$ cat src/hdl/psra_pkg.sv
// ----------------------------------------------------------------------------
// psra_pkg
// Shared types and constants of the power sample ring averager.
// ----------------------------------------------------------------------------
package psra_pkg;

	localparam int TIME_W      = 32;
	localparam int VOLT_W      = 15;
	localparam int CUR_W       = 16;
	localparam int CNT_OUT_W   = 5;
	localparam int INTERVAL_W  = 16;
	localparam int ENTRY_W     = TIME_W + VOLT_W + CUR_W;
	localparam int S_TDATA_W   = 64;
	localparam int M_TDATA_W   = 104;
	localparam int TUSER_W     = 2;
	localparam int APB_ADDR_W  = 3;
	localparam int APB_DATA_W  = 32;

	localparam int RING_DEPTH_DEFAULT = 16;

	localparam logic [INTERVAL_W-1:0] INTERVAL_RESET = 16'd1000;

	// register index, taken from paddr[2]
	localparam logic REG_UPDATE_INTERVAL = 1'b0;

	typedef enum logic [1:0] {
		KIND_SAMPLE  = 2'd0,
		KIND_CAPTURE = 2'd1,
		KIND_AVERAGE = 2'd2,
		KIND_AVG_ALT = 2'd3
	} kind_t;

	typedef enum logic [2:0] {
		ST_IDLE,
		ST_SUM,
		ST_DRAIN,
		ST_LOAD,
		ST_DIV,
		ST_DONE
	} state_t;

endpackage

$ cat src/hdl/psra_ram.sv
// ----------------------------------------------------------------------------
// psra_ram
// Single-port synchronous RAM with registered read data.
// ----------------------------------------------------------------------------
module psra_ram #(
	parameter int WIDTH = 8,
	parameter int DEPTH = 16
) (
	input  logic                     clk,
	input  logic                     en,
	input  logic                     we,
	input  logic [$clog2(DEPTH)-1:0] addr,
	input  logic [WIDTH-1:0]         wdata,
	output logic [WIDTH-1:0]         rdata
);

	logic [WIDTH-1:0] mem [DEPTH];

	always_ff @(posedge clk) begin
		if (en) begin
			if (we) begin
				mem[addr] <= wdata;
			end else begin
				rdata <= mem[addr];
			end
		end
	end

endmodule

$ cat src/hdl/power_sample_ring_averager.sv
// ----------------------------------------------------------------------------
// power_sample_ring_averager
// Ring of timestamped voltage/current readings with rate-limited capture
// and a mean over all stored entries.
// ----------------------------------------------------------------------------
// Input stream s_*: one transaction per item, kind in s_tuser. Kind 0 stores
// the reading, kind 1 stores it only if more than update_interval_ms has
// passed since the last capture, kinds 2 and 3 ask for the mean of the ring.
// Output stream m_*: exactly one result transaction per input transaction.
// Sample or capture results are registered in the cycle after the input
// transaction. An average reads the RAM once per entry, then runs a restoring
// divider that resolves one quotient bit per cycle. One item is worked on at
// a time; the next is taken once the result sits in the output register.
// The ring RAM needs no clearing: entries are always filled from slot one
// upward, so a fill count tells which ones hold data.
// Reset empties the ring, sets the newest slot and last capture time to zero
// and update_interval_ms to 1000. A stalled receiver holds the result in the
// output register, and s_tready stays low until it drains.
// Config: APB register 0 (byte address 0) is update_interval_ms; the user must
// write it only while the block is idle, which the block itself does not enforce.
// ----------------------------------------------------------------------------
module power_sample_ring_averager
	import psra_pkg::*;
#(
	parameter int RING_DEPTH = RING_DEPTH_DEFAULT
) (
	input  logic                  clk,
	input  logic                  arst_n,
	// input stream
	input  logic                  s_tvalid,
	output logic                  s_tready,
	input  logic [S_TDATA_W-1:0]  s_tdata,  // now_ms[31:0], bus_voltage_mv[46:32],
	                                        // load_current_ma[62:47], zero[63]
	input  logic [TUSER_W-1:0]    s_tuser,  // kind[1:0]
	// result stream
	output logic                  m_tvalid,
	input  logic                  m_tready,
	output logic [M_TDATA_W-1:0]  m_tdata,  // reading_time_ms[31:0],
	                                        // reading_voltage_mv[46:32],
	                                        // reading_current_ma[62:47],
	                                        // avg_voltage_mv[77:63],
	                                        // avg_current_ma[93:78],
	                                        // valid_count[98:94], zero[103:99]
	output logic [TUSER_W-1:0]    m_tuser,  // captured[0], avg_valid[1]
	// APB config
	input  logic                  psel,
	input  logic                  penable,
	input  logic                  pwrite,
	input  logic [APB_ADDR_W-1:0] paddr,
	input  logic [APB_DATA_W-1:0] pwdata,
	output logic [APB_DATA_W-1:0] prdata,
	output logic                  pready
);

	localparam int ADDR_W = $clog2(RING_DEPTH);
	localparam int CNT_W  = $clog2(RING_DEPTH + 1);
	localparam int DIV_W  = VOLT_W + CNT_W;
	localparam int CSUM_W = CUR_W + CNT_W;
	localparam int STEP_W = $clog2(DIV_W);

	// ---------------- config ----------------
	logic [INTERVAL_W-1:0] interval_q;

	assign pready = 1'b1;

	always_ff @(posedge clk or negedge arst_n) begin
		if (!arst_n) begin
			interval_q <= INTERVAL_RESET;
		end else if (psel && penable && pwrite && pready && paddr[2] == REG_UPDATE_INTERVAL) begin
			interval_q <= pwdata[INTERVAL_W-1:0];
		end
	end

	always_comb begin
		prdata = '0;
		if (paddr[2] == REG_UPDATE_INTERVAL) begin
			prdata = {{(APB_DATA_W-INTERVAL_W){1'b0}}, interval_q};
		end
	end

	// ---------------- input fields ----------------
	kind_t                    in_kind;
	logic [TIME_W-1:0]        in_time;
	logic [VOLT_W-1:0]        in_volt;
	logic [CUR_W-1:0]         in_cur;

	assign in_kind = kind_t'(s_tuser);
	assign in_time = s_tdata[TIME_W-1:0];
	assign in_volt = s_tdata[TIME_W+VOLT_W-1:TIME_W];
	assign in_cur  = s_tdata[ENTRY_W-1:TIME_W+VOLT_W];

	// ---------------- state ----------------
	state_t                   state_q, state_d;
	logic [ADDR_W-1:0]        slot_q;
	logic [CNT_W-1:0]         fill_q;
	logic [TIME_W-1:0]        last_cap_q;
	logic [TIME_W-1:0]        newest_time_q;
	logic [VOLT_W-1:0]        newest_volt_q;
	logic [CUR_W-1:0]         newest_cur_q;

	logic [ADDR_W-1:0]        addr_q;
	logic                     acc_en_s1;
	logic [DIV_W-1:0]         vsum_q;
	logic signed [CSUM_W-1:0] csum_q;

	logic [DIV_W-1:0]         vq_q, cq_q;
	logic [CNT_W-1:0]         vr_q, cr_q;
	logic                     cneg_q;
	logic [STEP_W-1:0]        step_q;

	logic                     out_valid_q;
	logic [TIME_W-1:0]        out_time_q;
	logic [VOLT_W-1:0]        out_volt_q;
	logic [CUR_W-1:0]         out_cur_q;
	logic                     out_cap_q;
	logic [VOLT_W-1:0]        out_avgv_q;
	logic [CUR_W-1:0]         out_avgc_q;
	logic [CNT_OUT_W-1:0]     out_cnt_q;
	logic                     out_avgok_q;

	// ---------------- datapath helpers ----------------
	logic                     out_free;
	logic                     in_fire;
	logic                     is_store;
	logic                     window_open;
	logic [ADDR_W-1:0]        next_slot;
	logic                     fill_full;
	logic                     entry_ok;
	logic                     last_addr;
	logic                     div_last;

	logic                     ram_en, ram_we;
	logic [ADDR_W-1:0]        ram_addr;
	logic [ENTRY_W-1:0]       ram_rdata;
	logic [VOLT_W-1:0]        rd_volt;
	logic signed [CUR_W-1:0]  rd_cur;

	logic [CSUM_W-1:0]        cmag;
	logic [CNT_W:0]           vtrial, ctrial;
	logic                     vbit, cbit;
	logic [CUR_W-1:0]         cq_trunc;

	assign out_free    = !out_valid_q || m_tready;
	assign in_fire     = s_tvalid && s_tready;
	assign window_open = (in_time - last_cap_q) > {{(TIME_W-INTERVAL_W){1'b0}}, interval_q};
	assign is_store    = (in_kind == KIND_SAMPLE) || (in_kind == KIND_CAPTURE && window_open);
	assign next_slot   = (slot_q == ADDR_W'(RING_DEPTH - 1)) ? '0 : slot_q + 1'b1;
	assign fill_full   = fill_q == CNT_W'(RING_DEPTH);
	// slots are filled from one upward, wrapping to zero last
	assign entry_ok    = fill_full || (addr_q != '0 && CNT_W'(addr_q) <= fill_q);
	assign last_addr   = addr_q == ADDR_W'(RING_DEPTH - 1);
	assign div_last    = step_q == STEP_W'(DIV_W - 1);

	assign rd_volt = ram_rdata[TIME_W+VOLT_W-1:TIME_W];
	assign rd_cur  = ram_rdata[ENTRY_W-1:TIME_W+VOLT_W];

	assign cmag = csum_q[CSUM_W-1] ? (~csum_q + 1'b1) : csum_q;

	// one restoring step for each dividend
	assign vtrial = {vr_q, vq_q[DIV_W-1]};
	assign ctrial = {cr_q, cq_q[DIV_W-1]};
	assign vbit   = vtrial >= {1'b0, fill_q};
	assign cbit   = ctrial >= {1'b0, fill_q};

	assign cq_trunc = cq_q[CUR_W-1:0];

	psra_ram #(
		.WIDTH(ENTRY_W),
		.DEPTH(RING_DEPTH)
	) u_ring (
		.clk  (clk),
		.en   (ram_en),
		.we   (ram_we),
		.addr (ram_addr),
		.wdata({in_cur, in_volt, in_time}),
		.rdata(ram_rdata)
	);

	// ---------------- FSM ----------------
	always_comb begin
		state_d = state_q;
		case (state_q)
			ST_IDLE: begin
				if (in_fire && in_kind != KIND_SAMPLE && in_kind != KIND_CAPTURE) begin
					state_d = ST_SUM;
				end
			end
			ST_SUM: begin
				if (last_addr) begin
					state_d = ST_DRAIN;
				end
			end
			ST_DRAIN: state_d = ST_LOAD;
			ST_LOAD: begin
				state_d = (fill_q == '0) ? ST_DONE : ST_DIV;
			end
			ST_DIV: begin
				if (div_last) begin
					state_d = ST_DONE;
				end
			end
			ST_DONE: begin
				if (out_free) begin
					state_d = ST_IDLE;
				end
			end
			default: state_d = ST_IDLE;
		endcase
	end

	always_comb begin
		s_tready = 1'b0;
		ram_en   = 1'b0;
		ram_we   = 1'b0;
		ram_addr = addr_q;
		case (state_q)
			ST_IDLE: begin
				s_tready = out_free;
				ram_we   = in_fire && is_store;
				ram_en   = ram_we;
				ram_addr = next_slot;
			end
			ST_SUM: begin
				ram_en = 1'b1;
			end
			default: begin
				ram_en = 1'b0;
			end
		endcase
	end

	always_ff @(posedge clk or negedge arst_n) begin
		if (!arst_n) begin
			state_q       <= ST_IDLE;
			slot_q        <= '0;
			fill_q        <= '0;
			last_cap_q    <= '0;
			newest_time_q <= '0;
			newest_volt_q <= '0;
			newest_cur_q  <= '0;
			addr_q        <= '0;
			acc_en_s1     <= 1'b0;
			out_valid_q   <= 1'b0;
		end else begin
			state_q   <= state_d;
			acc_en_s1 <= (state_q == ST_SUM) && entry_ok;

			if (state_q == ST_SUM) begin
				addr_q <= addr_q + 1'b1;
			end else begin
				addr_q <= '0;
			end

			if (state_q == ST_IDLE && in_fire && is_store) begin
				slot_q        <= next_slot;
				newest_time_q <= in_time;
				newest_volt_q <= in_volt;
				newest_cur_q  <= in_cur;
				if (!fill_full) begin
					fill_q <= fill_q + 1'b1;
				end
				if (in_kind == KIND_CAPTURE) begin
					last_cap_q <= in_time;
				end
			end

			if ((state_q == ST_IDLE && in_fire && (in_kind == KIND_SAMPLE ||
			     in_kind == KIND_CAPTURE)) || (state_q == ST_DONE && out_free)) begin
				out_valid_q <= 1'b1;
			end else if (m_tready) begin
				out_valid_q <= 1'b0;
			end
		end
	end

	// ---------------- sums and divider ----------------
	always_ff @(posedge clk) begin
		if (state_q == ST_IDLE) begin
			vsum_q <= '0;
			csum_q <= '0;
		end else if (acc_en_s1) begin
			vsum_q <= vsum_q + DIV_W'(rd_volt);
			csum_q <= csum_q + CSUM_W'(rd_cur);
		end

		if (state_q == ST_LOAD) begin
			vq_q   <= vsum_q;
			cq_q   <= DIV_W'(cmag);
			vr_q   <= '0;
			cr_q   <= '0;
			cneg_q <= csum_q[CSUM_W-1];
			step_q <= '0;
		end else if (state_q == ST_DIV) begin
			vq_q   <= {vq_q[DIV_W-2:0], vbit};
			cq_q   <= {cq_q[DIV_W-2:0], cbit};
			vr_q   <= vbit ? CNT_W'(vtrial - {1'b0, fill_q}) : CNT_W'(vtrial);
			cr_q   <= cbit ? CNT_W'(ctrial - {1'b0, fill_q}) : CNT_W'(ctrial);
			step_q <= step_q + 1'b1;
		end
	end

	// ---------------- output register ----------------
	always_ff @(posedge clk) begin
		if (state_q == ST_IDLE && in_fire) begin
			out_cap_q   <= is_store;
			out_avgv_q  <= '0;
			out_avgc_q  <= '0;
			out_cnt_q   <= '0;
			out_avgok_q <= 1'b0;
			if (is_store) begin
				out_time_q <= in_time;
				out_volt_q <= in_volt;
				out_cur_q  <= in_cur;
			end else begin
				out_time_q <= newest_time_q;
				out_volt_q <= newest_volt_q;
				out_cur_q  <= newest_cur_q;
			end
		end else if (state_q == ST_DONE && out_free) begin
			out_time_q  <= newest_time_q;
			out_volt_q  <= newest_volt_q;
			out_cur_q   <= newest_cur_q;
			out_cap_q   <= 1'b0;
			out_cnt_q   <= CNT_OUT_W'(fill_q);
			out_avgok_q <= fill_q != '0;
			if (fill_q != '0) begin
				out_avgv_q <= vq_q[VOLT_W-1:0];
				out_avgc_q <= cneg_q ? (~cq_trunc + 1'b1) : cq_trunc;
			end else begin
				out_avgv_q <= '0;
				out_avgc_q <= '0;
			end
		end
	end

	assign m_tvalid = out_valid_q;
	assign m_tdata  = {{(M_TDATA_W - ENTRY_W - VOLT_W - CUR_W - CNT_OUT_W){1'b0}},
	                   out_cnt_q, out_avgc_q, out_avgv_q,
	                   out_cur_q, out_volt_q, out_time_q};
	assign m_tuser  = {out_avgok_q, out_cap_q};

endmodule

$ cat config.mk
export PLATFORM = sky130hd
export DESIGN_NAME = power_sample_ring_averager
export DESIGN_NICKNAME = d
export VERILOG_FILES = /design/src/hdl/psra_pkg.sv /design/src/hdl/psra_ram.sv /design/src/hdl/power_sample_ring_averager.sv
export SDC_FILE = /design/constraint.sdc
export NUM_CORES = 1
export LEC_CHECK = 0
export BUFFER_PORTS_ARGS = -buffer_cell sky130_fd_sc_hd__buf_2
export CAP_MARGIN = 20
export CELL_PAD_IN_SITES_DETAIL_PLACEMENT = 1
export CELL_PAD_IN_SITES_GLOBAL_PLACEMENT = 1
export CORE_MARGIN = 1
export CORE_UTILIZATION = 55
export DETAILED_ROUTE_END_ITERATION = 12
export PLACE_DENSITY = 0.81
export SLEW_MARGIN = 20
export SYNTH_ARGS = -nofsm -noshare
export SYNTH_HDL_FRONTEND = slang
export SYNTH_SLANG_ARGS = --single-unit
$ cat constraint.sdc
create_clock -name clk -period 18.05 [get_ports clk]
set_input_delay 2.7075 -clock clk [delete_from_list [all_inputs] [get_ports clk]]
set_output_delay 2.7075 -clock clk [all_outputs]
set_load 0.02 [all_outputs]
### Word-level counts from Yosys, hierarchy flattened

Memory sizes are Yosys's and may differ from the RTL's. A register that Yosys moved wholly into a read port is not among the register bits.
Cells that the tools add are included.

* register bits after elaboration: 327
* memory bits (writable): 1008
* output and inout bits: 141
* logic and storage cells: 135
* memories: 1

Memory list
* u_ring.mem: depth 16, bits a word 63, read ports 1, clocked after memory_dff 1, write ports 1, RTL line psra_ram.sv:17 `logic [WIDTH-1:0] mem [DEPTH];`

* $add $sub $neg: 11
* magnitude comparators: 4
* equality and inequality tests: 15
* mux-type cells: 39
* bitwise operators: 5
* reduce and logical (&&, ||, !) cells: 33

Operators with widths (count)
* two-way mux 20 bit: 5
* two-way mux 16 bit: 6
* two-way mux 32 bit: 3
* two-way mux 15 bit: 4
* > comparator 32 x 16 -> 1 bit: 1
* subtractor 32 bit: 1
* adder 21 x 16 -> 21 bit: 1
* adder 20 x 1 -> 20 bit, second input constant: 1
* adder 20 x 15 -> 20 bit: 1
* inverter 20 bit: 1
* one-hot mux 3 bit (6 select lines): 1
* adder 16 x 1 -> 16 bit, second input constant: 1
* inverter 16 bit: 1
* logical AND 1 bit: 14
* greater-or-equal comparator 6 x 5 -> 1 bit: 2
* two-way mux 3 bit: 4
* two-way mux 4 bit: 3
* adder 5 x 1 -> 5 bit, second input constant: 2
* == test 5 bit, second input constant: 2
* two-way mux 1 bit: 10
* two-way mux 5 bit: 2
* subtractor 5 bit: 2
* adder 4 x 1 -> 4 bit, second input constant: 2
* == test 4 bit, second input constant: 2
* 19 further kinds: 35

### Logic depth before layout (Yosys ltp)

Gate-level depths: netlist (run 1).

* depth after elaboration: 9
* gate-level depth with buffers: 24
* mapped depth without buffers: 21

### By module

A second synthesis (run 1) with hierarchy kept.

* cells, all modules: 3354
* area total of the unflattened synthesis: 57966.8 µm²

By module, submodules not included
* psra_ram: instances 1, cells an instance 1627, area an instance 39621.8 µm², seq. area each 32160.8 µm²
* power_sample_ring_averager: instances 1, cells an instance 1727, area an instance 18345.1 µm², seq. area each 8250.4 µm²

### Worst setup path after synthesis (run 1)

Ideal clock, no wire load.

* path type: in2reg
* from: in s_tdata[0]
* to: mem u_ring.mem[3][32] (netlist name) (enable)
* arrival time: 10.129 ns
* data required time: 17.542 ns
* setup slack: 7.413 ns
* stages on the path: 24
* buffers on the path: 3
* path through: inv_1 -> ha_1 -> fa_1 -> nand2b_1 -> a21oi_2 -> nor2_1 -> o311ai_1 -> a41o_1 -> xor2_1 -> ha_1 -> nand4_1 -> or4_1 -> a21oi_1 -> or4_1 -> o21ai_0 -> o2111ai_1 -> or4_4 -> nor4_4 -> o2111ai_4 -> and2_1 -> clkbuf_1 -> buf_2 -> buf_2 -> nor4b_1

* cells in the longest elaborated chain, start to end: 9

RTL lines
* from (decl): RTL line power_sample_ring_averager.sv:32 `input logic [S_TDATA_W-1:0] s_tdata,`
* subtractor 32 bit *: RTL line power_sample_ring_averager.sv:145 `assign window_open = (in_time - last_cap_q) > {{(TIME_W-INTERVAL_W){1'b0}}, interval_q};`
* > comparator 32 x 16 -> 1 bit *: RTL line power_sample_ring_averager.sv:145
* logical AND 1 bit *: RTL line power_sample_ring_averager.sv:146 `assign is_store = (in_kind == KIND_SAMPLE) || (in_kind == KIND_CAPTURE && window_open);`
* logical OR 1 bit *: RTL line power_sample_ring_averager.sv:146
* logical AND 1 bit *: RTL line power_sample_ring_averager.sv:219 `ram_we = in_fire && is_store;`
* two-way mux 1 bit: RTL line power_sample_ring_averager.sv:216 `case (state_q)`
* two-way mux 1 bit: RTL line psra_ram.sv:21 `if (we) begin`
* two-way mux 1 bit *: RTL line psra_ram.sv:20 `if (en) begin`
* two-way mux 1 bit (not written as such) *: RTL line psra_ram.sv:22 `mem[addr] <= wdata;`
* to (decl): RTL line psra_ram.sv:17

Mark *: on every way between the ends. The rest lies on a longest branch, timed or not.

### Worst setup path after layout (run 1)

* from: in s_tdata[0]
* to: mem u_ring.mem[7][62] (netlist name) (enable)

The elaborated chain is that of the path after synthesis.

==> out/qor.yml, run 1 <==
routing:
  ant_nets: 0
  vias: 23300
  wl_um: 99000
  drt_drc_violations_left: 0
  dr.pass1.iters: 5
  wl_per_cell_um: 25.9
  vias_per_cell: 6.10
  drtIter0Drc: 1918
timing:
  final.setup.tns_ns: 0
  skew_ns: 0.0505
  period_needed_ns: 10.29
  slew_violations: 0
  slew_headroom_pct: 29.0
  setup_viol: 0
  holdWs_ns: 0.453
  worst_pin_slew_ns: 1.06
  finalCritPeriodShare_pct: 57.0
  hold_violations: 0
  max_clock_freq_mhz: 97.2
  rsz0062_at_grt: "no"
synth:
  ys_seq_elements: 854
  synth.distinct_cells: 77
  synthCells: 2601
  synthArstFlopShare_pct: 15.1
  synthFlopType: "edfxtp_1"
  seq_area_frac_synth_pct: 62.9
  synthesis.area_um2: 38300
  synth_edf_count: 632
  yosys_warnings: 0
  avgSynthCellArea_um2: 14.7
cts:
  tritoncts: "built"
  post_cts_buffers: 0
  insertion_delay_ns: 0.67
  cts-root-buf: "clkbuf_16"
  cts.sinks: 854
  clk_pin_slew_ns: 0.06
  cts_resized: 0
  htreeDepth: 3
  holdBufCountCts: 0
  clk_path_buf_depth: 3
  cts_buffers: 89
final_layout:
  nNetsFinal: 3031
  design_area_um2: 43300
  fin_util_pct: 63.0
  drive_gt1_share_pct: 25.6
  layout_commonest_cell: "edfxtp_1"
  layout_common_cells: "edfxtp_1, nand2_1, buf_2"
  area_growth_pct: 13.2
global_routing:
  antenna_found_initial: 8
  grt_pass1_wl_um: 150000
  track_usage_pct: 28.1
  overflow: 0
  grt_pass1_vias: 25100
  grt_start_max_net_pins: 131
power:
  p_leak_nw: 16.3
  p_clk_share_pct: 23.2
  internal-power_mw: 5.09
  p_sw_share_pct: 36.9
  share_comb_of_total_power_pct: 41.9
  powerDensity_nw_per_um2: 186
  power.total_mw: 8.07
  p_seq_share_pct: 34.9
  netSwitchingPower_mw: 2.98
  ir_worst_vdd_v: 0.000185
worst_setup_path:
  r2r-end: "u_ring.mem[7][62]"
  critical_path_class: "in2reg"
  endpoint_kind: "flop"
  rr_worst_depth: 22
  cp.arrival_ns: 10.60
  r2r-start: "last_cap_q[0]"
  crit_fanout: 46
  cp-start-kind: "input port"
  startpoint: "s_tdata[0]"
  ff2ff_setup_slack_ns: 9.62
  cp_data_required_time_ns: 18.36
  critPathCapture: "u_ring.mem[7][62]"
min_path:
  hold_class: "reg2reg"
place:
  port_buffers: 207
  dpl_cell_area_um2: 40300
  globalplace.congestion: 0.848
  hpwl_um: 59800
die:
  ios: 249
  die_area_um2: 70600
  start_util_pct: 55.7
  rows: 96
  die_h_um: 266
  coreArea_um2: 68700
  die_x_um: 266
run_status:
  status: "finished, final reports clean"
run:
  maxCapViolCount: 0
==> routing by layer <==
layer	vias up	routed length [um]	track usage, %
met4	4	3310	9.86
met3	223	6280	5.19
li1	10200	-	-
met2	905	50400	48.2
met5	-	23	0
met1	12000	39000	35.9
==> power by group through the flow <==
stage               registers [mW]  clock network, mW  logic, mW
CTS                           2.82               1.91       3.38
floorplan                     2.85                  0       2.38
detailed placement            2.85                  0       3.30
finish                        2.82               1.88       3.38
global placement              2.81                  0       3.11
global route                  2.85               1.96       3.66
==> logic make-up (layout without fill, tap and decap cells) <==
| group | Yosys count | in the layout | share of synthesized area, % |
|---|---|---|---|
| fa+ha+maj | 109 | 109 | 3.66 |
| xor+xnor | 95 | 95 | 2.17 |
| buf+inv | 233 | 502 | 2.78 |
| mux | 339 | 339 | 14.5 |
| compound gates | 397 | 397 | 6.99 |
| other cells | 2 | 25 | 0.0196 |
| flops | 854 | 854 | 62.9 |
| simple gates | 572 | 572 | 6.98 |
==> state kept, by name (all words and copies together), names as in the netlist, 20 cells and up <==
signal / count
vq_q: 20
last_cap_q: 32
out_time_q: 32
cq_q: 20
newest_time_q: 32
u_ring.mem: 496
u_ring.rdata: 31
csum_q: 21
vsum_q: 20
==> synth_stat cells (15+ instances only) <==
cell type,count,share of area (%)
dfxtp_1,93,4.9
a211oi_1,41,0.80
nand2_1,232,2.3
nor3_1,37,0.48
a21o_1,34,0.67
inv_1,88,0.86
buf_4,24,0.47
mux4_2,124,7.3
nand2b_1,21,0.34
a21oi_1,83,1.1
and2_1,43,0.70
mux2_2,78,2.3
xor2_1,36,0.82
mux2_4,99,3.9
dfrtp_1,123,8.0
ha_1,104,3.4
a22o_1,38,0.87
xnor2_1,59,1.4
edfxtp_1,632,50
buf_1,18,0.18
clkbuf_1,83,0.81
o21ai_0,75,0.98
and3_1,16,0.26
nand3_1,26,0.34
mux2i_1,38,0.99
nor2b_1,15,0.25
o21a_1,17,0.33
a31oi_1,44,0.72
nor2_1,127,1.2
==> how the worst min path moves through the flow <==
stage,from,to,slack [ns],cells after the start
after detailed placement,out_avgok_q,out_avgok_q,0.44,1
after floorplan,csum_q[20],cneg_q,0.42,0
after CTS,out_avgok_q,out_avgok_q,0.45,1
after global routing,out_avgok_q,out_avgok_q,0.48,1
final,out_avgok_q,out_avgok_q,0.45,1
after global placement,out_avgok_q,out_avgok_q,0.43,1
==> stage by stage <==
stage / setup slack [ns] / instances
6_report: 7.76 / 3824
2_1_floorplan: 7.41 / 2621
4_1_cts: 7.78 / 3820
5_1_grt: 7.59 / 3822
3_3_place_gp: 7.61 / 3653
3_5_place_dp: 7.22 / 3653
==> cell type report <==
cell class | count | area, um^2
Clock inverter | 52 | 579
Sequential cell | 854 | 24100
Tap cell | 931 | 1160
Clock buffer | 115 | 2410
Timing Repair Buffer | 246 | 1380
Fill cell | 6418 | 25400
Multi-Input combinational cell | 1534 | 13400
Inverter | 89 | 335
Antenna cell | 3 | 7.51
==> worst max-delay path, cell delays in order <==
cell and delay (ns):
buf_2 0.12, inv_1 0.05, ha_1 0.21, fa_1 0.41
nand2b_1 0.19, a21oi_2 0.18, nor2_1 0.11, o311ai_1 0.82
a41o_1 0.39, xor2_1 0.12, ha_1 0.34, nand4_1 0.22
or4_1 0.60, a21oi_1 0.16, or4_1 0.13, o21ai_0 0.27
o2111ai_1 0.23, or4_4 0.18, nor4_4 0.05, o2111ai_4 0.19
and2_4 0.68, buf_4 0.76, and3_1 0.94, buf_4 0.50
(Power assumes the default switching activity.)
==> run 2, diff against run 1 <==
Settings changed: ABC_AREA set to 1, CORE_UTILIZATION 55 to 44, PLACE_DENSITY 0.81 to 0.73.
Clock period 18.05 ns to 9.25 ns, I/O delays scaled along.
==> run 2 against run 1 <==
Clock skew fell by 0.0031 ns. First-iteration DRC count rose by 0.83%. Cell count rose by 34%. Die area rose by 25%. Routed wire length rose by 10%. Synthesized cell count rose by 42%. Largest power group unchanged. Sequential share of layout area fell by 0.56 points. Combinational power rose by 110%. Synthesized area rose by 0.40%. Sequential power rose by 95%. Critical path depth rose by 4. Sequential cell count did not move.
==> out/qor.yml, run 2 <==
cts:
  clk_path_buf_depth: 3  # unchanged
  cts.sinks: 854  # unchanged
  holdBufCountCts: 0  # unchanged
  clk_pin_slew_ns: 0.06  # about the same
  insertion_delay_ns: 0.69  # was 0.67 ns
  post_cts_buffers: 0  # unchanged
  cts_buffers: 92  # was 89
  cts_resized: 0  # unchanged
  tritoncts: "built"  # unchanged
  htreeDepth: 3  # unchanged
  cts-root-buf: "clkbuf_16"  # unchanged
place:
  port_buffers: 207  # unchanged
  globalplace.congestion: 0.861  # was 0.848
  hpwl_um: 68300  # was 59800 um
  dpl.cell_count: 4941  # was 3653
  dp_slack_ns: 2.17  # was 7.22 ns
synth:
  avgSynthCellArea_um2: 10.4  # was 14.7 um^2
  synth_top_cells_by_area: "edfxtp_1, dfrtp_1, nand2_1"  # was edfxtp_1, dfrtp_1, mux4_2
  yosys_warnings: 0  # unchanged
  synth.distinct_cells: 55  # was 77
  synthAdderAreaFrac_pct: 3.65  # was 3.66%
  synthCells: 3688  # was 2601
  ys_seq_elements: 854  # unchanged
  seq_area_frac_synth_pct: 62.7  # was 62.9%
  muxShareOfSynthArea_pct: 0  # was 14.5%
  netlist_top_cells_count: "nand2_1, edfxtp_1, nand3_1"  # was edfxtp_1, nand2_1, nor2_1
  synth.most_common_cell: "nand2_1"  # was edfxtp_1
  synthesis.area_um2: 38400  # was 38300 um^2
  synth_compound_area_share_pct: 7.16  # was 6.99%
  yosys.area_share.simple_pct: 19.3  # was 6.98%
  synth_top_area_share_pct: 49.4  # was 49.6%
  synth_xor_xnor_area_share_pct: 1.60  # was 2.17%
  synth_top_area_cell: "edfxtp_1"  # unchanged
  synth_top_family_by_area: "simple AND/OR/NAND/NOR gates"  # was multiplexers
  synthArstFlopShare_pct: 15.1  # unchanged
  synthFlopType: "edfxtp_1"  # unchanged
  synth_edf_count: 632  # unchanged
routing:
  vias_per_cell: 5.47  # was 6.10
  vias: 28000  # was 23300
  drt_drc_violations_left: 0  # unchanged
  drtIter0Drc: 1934  # was 1918
  ant_nets: 0  # unchanged
  dr.pass1.iters: 5  # unchanged
  wl_um: 109000  # was 99000 um
  wl_per_cell_um: 21.3  # was 25.9 um
final_layout:
  antenna_cells: 0  # was 3
  instances_no_fill: 5115  # was 3824
  area_growth_pct: 13.9  # was 13.2%
  top_register: "u_ring.mem"  # unchanged
  fin_util_pct: 50.5  # was 63.0%
  nFillCells: 9482  # was 6418
  nNetsFinal: 4097  # was 3031
  layout_commonest_cell: "nand2_1"  # was edfxtp_1
  layout_common_cells: "nand2_1, edfxtp_1, nand3_1"  # was edfxtp_1, nand2_1, buf_2
  largest_reg_flops: 496  # unchanged
  drive_gt1_share_pct: 12.9  # was 25.6%
timing:
  setup_viol: 0  # unchanged
  period_needed_ns: 6.37
  rsz0062_at_grt: "no"  # unchanged
  max_clock_freq_mhz: 157
  slew_headroom_pct: 32.1  # was 29.0%
  finalCritPeriodShare_pct: 68.8
  skew_ns: 0.0474  # was 0.0505 ns
  holdWs_ns: 0.464  # was 0.453 ns
  hold_violations: 0  # unchanged
  final.setup.tns_ns: 0  # unchanged
  fin_ws_ns: 2.88  # was 7.76 ns
  slew_violations: 0  # unchanged
  worst_pin_slew_ns: 1.02  # was 1.06 ns
global_routing:
  overflow: 0  # unchanged
  antenna_found_initial: 4  # was 8
  top_usage_layer: "met2"  # unchanged
  met1_usage_pct: 33.5  # was 35.9%
  gr-usage-met3_pct: 3.48  # was 5.19%
  grt_pass1_wl_um: 170000  # was 150000 um
  grt_pass1_vias: 29300  # was 25100
  grt_util_met2_pct: 41.2  # was 48.2%
  track_usage_pct: 24.7  # was 28.1%
  grt_start_max_net_pins: 177  # was 131
power:
  powerDensity_nw_per_um2: 370  # was 186 nW/um^2
  p_leak_nw: 18.2  # was 16.3 nW
  p_clk_share_pct: 23.2  # about the same
  ir_worst_vdd_v: 0.000346  # was 0.000185 V
  internal-power_mw: 9.26  # was 5.09 mW
  netSwitchingPower_mw: 6.94  # was 2.98 mW
  share_comb_of_total_power_pct: 42.9  # was 41.9%
  p_seq_share_pct: 33.9  # was 34.9%
  p_sw_share_pct: 42.9  # was 36.9%
die:
  start_util_pct: 44.4  # was 55.7%
  die_x_um: 297  # was 266 um
  coreArea_um2: 86600  # was 68700 um^2
  rows: 108  # was 96
  die_area_um2: 88500  # was 70600 um^2
  ios: 249  # unchanged
  die_h_um: 297  # was 266 um
worst_setup_path:
  crit_fanout: 54  # was 46
  slowest_stage: "nand2_4"  # was and3_1
  endpoint_kind: "flop"  # unchanged
  cp_num_buf_inv: 4  # unchanged
  cp_data_required_time_ns: 9.61  # was 18.36 ns
  cpPeakStageDelay_ns: 0.79  # was 0.94 ns
  crit_family: "simple AND/OR/NAND/NOR gates"  # unchanged
  cp.arrival_ns: 6.72  # was 10.60 ns
  critical_path_class: "in2reg"  # unchanged
  path_common_cell: "nand2_1"
  cp-start-kind: "input port"  # unchanged
run:
  maxCapViolCount: 0  # unchanged
run_status:
  status: "finished, final reports clean"  # unchanged
min_path:
  hold_class: "reg2reg"  # unchanged
[run 2: layout make-up]
| type | count | area (um^2) | area share (%) |
|---|---|---|---|
| sequential | 854 | 24100 | 55.0 |
| tap | 1155 | 1450 | 3.30 |
| timing repair buffer | 263 | 1490 | 3.40 |
| clock inverter | 53 | 611 | 1.40 |
| multi-input combinational | 2343 | 12400 | 28.4 |
| clock buffer | 121 | 2470 | 5.65 |
| inverter | 326 | 1230 | 2.81 |
[run 2: worst min-delay path, stage by stage (launching register included)]
cell	delay, ns
dfxtp_1	0.33
nand2_1	0.05
o31ai_1	0.05
[run 2: metrics by stage]
| step | total power [mW] | instance area (um^2) |
|---|---|---|
| 2_1_floorplan | 10.2 | 38500 |
| 3_3_place_gp | 12.3 | 40700 |
| 3_5_place_dp | 12.5 | 40700 |
| 4_1_cts | 16.3 | 43800 |
| 5_1_grt | 17.3 | 43800 |
| 6_report | 16.2 | 43800 |
[run 2: per-layer routing]
metal  share of wire [%]  wire [um]
met5               0.025         27
met4                 2.8       3010
met3                 4.7       5130
met1                  44      48100
met2                  48      52600
[run 2: cells by family after synthesis]
kind of cell	Yosys count
and+or+nand+nor	1675
DFF	854
buffers and inverters	511
AOI/OAI and AO/OA	467
adders and majority gates	109
xor gates and xnor gates	70
other	2
[run 2: power by group through the flow]
stage	logic (mW)	clock network (mW)	registers, mW
floorplan	4.48	0	5.67
global placement	6.71	0	5.55
detailed placement	6.92	0	5.58
CTS	6.98	3.82	5.51
global route	7.75	3.95	5.58
finish	6.95	3.75	5.50
[run 2: path summary, 6_finish.rpt]
kind	start	end	slack, ns	cells after the start
min reg2reg	vr_q[4]	vr_q[4]	0.46	2
max in group asynchronous	arst_n	newest_time_q[29]	7.03	2
max	s_tdata[0]	out_time_q[1]	2.88	28
min	vr_q[4]	vr_q[4]	0.46	2
min in group asynchronous	arst_n	newest_cur_q[12]	0.72	1
max reg2reg	last_cap_q[0]	out_time_q[1]	3.38	26
